[src/sv/pts_ram.sv]
// ----------------------------------------------------------------------------
// pts_ram: generic simple dual-port RAM
// One write port, one read port, read data registered.
// ----------------------------------------------------------------------------
module pts_ram #(
    parameter int WIDTH = 64,
    parameter int DEPTH = 64
) (
    input  logic                                       clk,
    input  logic                                       wr_en,
    input  logic [((DEPTH > 1) ? $clog2(DEPTH) : 1)-1:0] wr_addr,
    input  logic [WIDTH-1:0]                           wr_data,
    input  logic                                       rd_en,
    input  logic [((DEPTH > 1) ? $clog2(DEPTH) : 1)-1:0] rd_addr,
    output logic [WIDTH-1:0]                           rd_data
);
    logic [WIDTH-1:0] mem [DEPTH];

    always_ff @(posedge clk)
    begin
        if (wr_en)
        begin
            mem[wr_addr] <= wr_data;
        end
        if (rd_en)
        begin
            rd_data <= mem[rd_addr];
        end
    end
endmodule

[config.mk]
export PLATFORM = sky130hd
export DESIGN_NAME = pts_ram
export DESIGN_NICKNAME = d
export VERILOG_FILES = /design/src/sv/pts_ram.sv
export SDC_FILE = /design/constraint.sdc
export NUM_CORES = 2
export LEC_CHECK = 0
export BUFFER_PORTS_ARGS = -buffer_cell sky130_fd_sc_hd__buf_2
export CAP_MARGIN = 30
export CORE_MARGIN = 4
export CORE_UTILIZATION = 40
export DETAILED_ROUTE_END_ITERATION = 8
export HOLD_SLACK_MARGIN = 0.05
export SLEW_MARGIN = 20
export SYNTH_ARGS = -nofsm -noshare
export SYNTH_HDL_FRONTEND = slang
export SYNTH_SLANG_ARGS = --single-unit
[constraint.sdc]
create_clock -name clk -period 10.2 [get_ports clk]
set_clock_uncertainty 0.15 [all_clocks]
set_input_delay 2.04 -clock clk [delete_from_list [all_inputs] [get_ports clk]]
set_output_delay 2.04 -clock clk [all_outputs]
set_load 0.005 [all_outputs]
After elaboration in Yosys (flattened, before gate mapping)
Memories as Yosys holds them, arrays and structs flattened. A register that Yosys moved wholly into a read port is not among the register bits.
Cells that the tools add are included.

operators by class
  mux-type cells = 2

operator list
  operator  count
  $mux 1    2

word-level totals
  register bits = 0
  bits in writable memories = 4096
  input bits = 79
  word-level logic and storage cells = 3
  memories = 1

memory list
  name  words  bits a word  read ports  clocked after memory_dff  wr ports  RTL line  text
  mem   64     64           1           1                         1         17        logic [WIDTH-1:0] mem [DEPTH];

Longest topological paths before layout
  depth after elaboration = 2
  mapped depth = 9
  depth with buffers taken out = 5

Worst setup path after synthesis
OpenSTA, ideal clock, no wires.

  kind = input -> register
  start = input port wr_addr[3] in the netlist's numbering
  end = memory mem[48][0], enable pin
  arrival = 6.912 ns
  required time = 9.486 ns
  path slack = 2.574 ns
  cell stages on the path = 4
  path buffers = 1
  cell sequence = clkbuf_1 nor2b_1 nand4b_1 nor3_1

RTL lines
  element             RTL line  text
  start: declaration  11        input logic [((DEPTH > 1) ? $clog2(DEPTH) : 1)-1:0] wr_addr,
  end: declaration    17

Straight into the memory's write port.

==> key figures <==
Timing
  • Final critical-path required period: 5.278 ns
  • Final setup violation count: 0
  • Worst hold slack: 0.7518 ns
  • Period utilisation layout: 0.5175
  • RSZ-0062 raised after global routing: false
  • Slew HR: 0.2076
  • Max frequency: 0.1895 GHz
  • Setup TNS: 0 ns
  • Max Slew Vio Count: 0
  • Worst Tran Pin Value: 1.189 ns
  • Hold Vio Cnt, Final: 0

Logic synthesis
  • Post-synth top cells: edfxtp_1, mux4_2, buf_2
  • Synth Flop Type: edfxtp_1
  • Top-count cell post-synth: edfxtp_1
  • Synth cell types: 32
  • Yosys top cell by area: edfxtp_1
  • Syn Inst Count: 6598
  • Synth Register Bits: 4160
  • Syn_nets: 6677
  • Synth async-reset ratio: 0
  • Yosys top cell area share: 0.7957
  • Ranking of synthesized cells by area: edfxtp_1, mux4_2, mux2i_1
  • Mean Syn Cell Area: 23.79 sq um
  • Register area share after synthesis: 0.7957
  • Post-synth EDFFs: 4160
  • YS warnings: 0
  • Area of the mapped netlist: 157000 sq um

Clock network
  • CTS tree: built
  • Hold_buf cts: 0
  • CTS max path bufs: 4
  • Post-CTS Setup Inserts: 0
  • Num Clock Sinks: 4160
  • H-tree levels: 5
  • CTS Buf Count: 407
  • Post-CTS sizing: 0
  • Clock Pin Slew Worst Setup and Hold Paths: 0.06 ns
  • CTS root buffer: clkbuf_16
  • Clock latency on the worst-skew pair: 0.96 ns

Worst setup path
  • WP data required: 10.65 ns
  • Crit path cell chain: buf_2 > nor2b_4 > buf_4 > buf_4 > a22oi_1 > and3_1 > a211oi_1
  • Slowest-stage cell, CP: a211oi_1
  • Worst r2r dst: rd_data[16]$_DFFE_PP_
  • CP Launch Type: input pin
  • CP bufs+invs: 3
  • Worst Setup End Kind: flip-flop
  • Crit path max-delay family: buffers and inverters
  • CP max FO: 37
  • Crit Path Category: input pin to flip-flop
  • Reg-to-Reg Start: mem[11][16]$_DFFE_PP_
  • R2R Setup Slk: 7.75 ns
  • CP dominant cell by count: buf_4
  • Worst path max stage delay: 0.84 ns
  • Critical Path AT: 5.73 ns
  • R2R depth: 5

Floorplanning
  • # IOs: 143
  • Die height: 634.5 microns
  • Die area: 402600 sq um
  • FP Rows: 229
  • Core area: 390000 sq um
  • Starting Density: 0.4026
  • Die W: 634.5 microns

Routing
  • Drt pass-1 iters: 6
  • Drt wl/cell: 35.52 microns
  • Via count: 76060
  • DRC: 0
  • Vias/cell: 6.029
  • Post-route ant nets: 0
  • Initial drt markers: 10510
  • Drt total wl: 448100 microns

Place
  • I/O Buffers: 142
  • DP Wirelength: 236600 microns
  • Cell Area, Placed: 165400 sq um
  • GPL Wtd Cong: 0.7562

Global route
  • Met1 Usage GRT: 0.3000
  • Total GRT Usage: 0.2199
  • Initial antenna violation count: 50
  • First-pass GRT wire length: 619400 microns
  • Met3 usage: 0.03670
  • Pin count of the biggest net entering global routing: 119
  • GRT Max-Usage Layer: met2
  • Gr ovfl total: 0
  • Grt met2 use: 0.3620
  • Number of global-route vias before repair: 76130

Layout
  • Cell area after layout: 179400 sq um
  • Layout cells sized above 1: 0.2875
  • Sequential Area: 124900 sq um
  • Area of the multi-input gates: 30790 sq um
  • Synth-to-layout area growth: 14.28%
  • Fill cells: 31760
  • Nets: 7140

Hold path
  • HP Class: flip-flop to flip-flop
  • Hold Crit Start: mem[39][63]$_DFFE_PP_
  • Hold endpoint: rd_data[63]$_DFFE_PP_
  • Hold path cells: 4

Pwr
  • VDD IR max: 0.1510 mV
  • Leak: 55.47 nW
  • PD cells: 197.5 nW/um^2

Flow run
  • Max-cap violation count: 0

Outcome
  • Status: complete, no violations
## power breakdown
| group | internal (mW) | leakage [nW] | total [mW] | switching (mW) |
|---|---|---|---|---|
| Sequential | 19.0 | 37.5 | 19.0 | 0.0693 |
| Combinational | 0.615 | 11.6 | 1.62 | 1.01 |
| Clock | 8.36 | 6.36 | 14.8 | 6.41 |
| Total | 27.9 | 55.5 | 35.4 | 7.49 |
## how the worst max path moves through the flow
stage               startpoint                    end  slack (ns)  cells after the start
floorplan           wr_addr[3]   mem[48][0]$_DFFE_PP_        2.57                      4
global placement    rd_addr[3]  rd_data[40]$_DFFE_PP_        3.87                      7
detailed placement  rd_addr[3]  rd_data[41]$_DFFE_PP_        3.99                      7
CTS                 rd_addr[3]  rd_data[41]$_DFFE_PP_        5.02                      7
global route        rd_addr[0]  rd_data[62]$_DFFE_PP_        4.94                      8
finish              rd_addr[3]  rd_data[43]$_DFFE_PP_        4.92                      7
## cell families after synthesis
logic type | after synthesis | share of synthesized area
muxes | 1159 | 0.1555
buffers and inverters | 389 | 0.01176
AOI/OAI and AO/OA | 504 | 0.02467
DFF | 4160 | 0.7957
and+or+nand+nor | 386 | 0.01235
## stage by stage
step / utilization / instances / total power, mW / setup slack (ns)
CTS: 0.4574 / 12550 / 35.61 / 5.019
finish: 0.4601 / 12620 / 35.43 / 4.922
floorplan: - / 6598 / 20.24 / 2.574
global placement: 0.4228 / 11780 / 20.95 / 3.874
global route: 0.4600 / 12600 / 36.45 / 4.942
detailed placement: 0.4240 / 11800 / 21.00 / 3.985
## cell type report
class	count	area share
Clock inverter	249	0.01306
Clock buffer	497	0.05948
Tap cell	5197	0.03624
Sequential cell	4160	0.6963
Antenna cell	21	0.0002929
Multi-Input combinational cell	2049	0.1716
Inverter	19	0.0003975
Timing Repair Buffer	424	0.02264
## routing by layer
layer / part of all wire / vias up
li1: - / 29520
met1: 0.39 / 41760
met2: 0.49 / 3976
met3: 0.086 / 790
met4: 0.036 / 8
met5: 0.00012 / -
## layout by cell type, fill, tap and decap left out, types with 36 or more instances in the layout
| cell type | Yosys | layout |
|---|---|---|
| clkinv_2 | 0 | 85 |
| edfxtp_1 | 4160 | 4160 |
| buf_2 | 170 | 125 |
| nand2_1 | 58 | 55 |
| buf_12 | 0 | 73 |
| bufinv_16 | 0 | 36 |
| buf_4 | 34 | 210 |
| a22oi_1 | 168 | 168 |
| nand3_1 | 45 | 45 |
| nor2_4 | 0 | 65 |
| mux2i_1 | 135 | 135 |
| a22o_1 | 88 | 88 |
| and3_1 | 64 | 64 |
| clkinv_1 | 0 | 92 |
| clkbuf_1 | 140 | 83 |
| a211oi_1 | 63 | 62 |
| o221ai_1 | 38 | 38 |
| clkbuf_16 | 0 | 414 |
| nor2_1 | 112 | 47 |
| o22ai_1 | 83 | 83 |
| mux4_2 | 1024 | 1024 |
## flip-flops by register name, summed over array words and instances (netlist names)
signal / cells
rd_data: 64
mem: 4096
## worst min-delay path, delay by kind of cell (launching register included)
kind	cells	cell delay, ns
flip-flops	1	0.32
multiplexers	1	0.22
AND/OR/NAND/NOR	2	0.21
AO/OA/AOI/OAI	1	0.05
No activity file was read; power rests on OpenSTA's default activity.
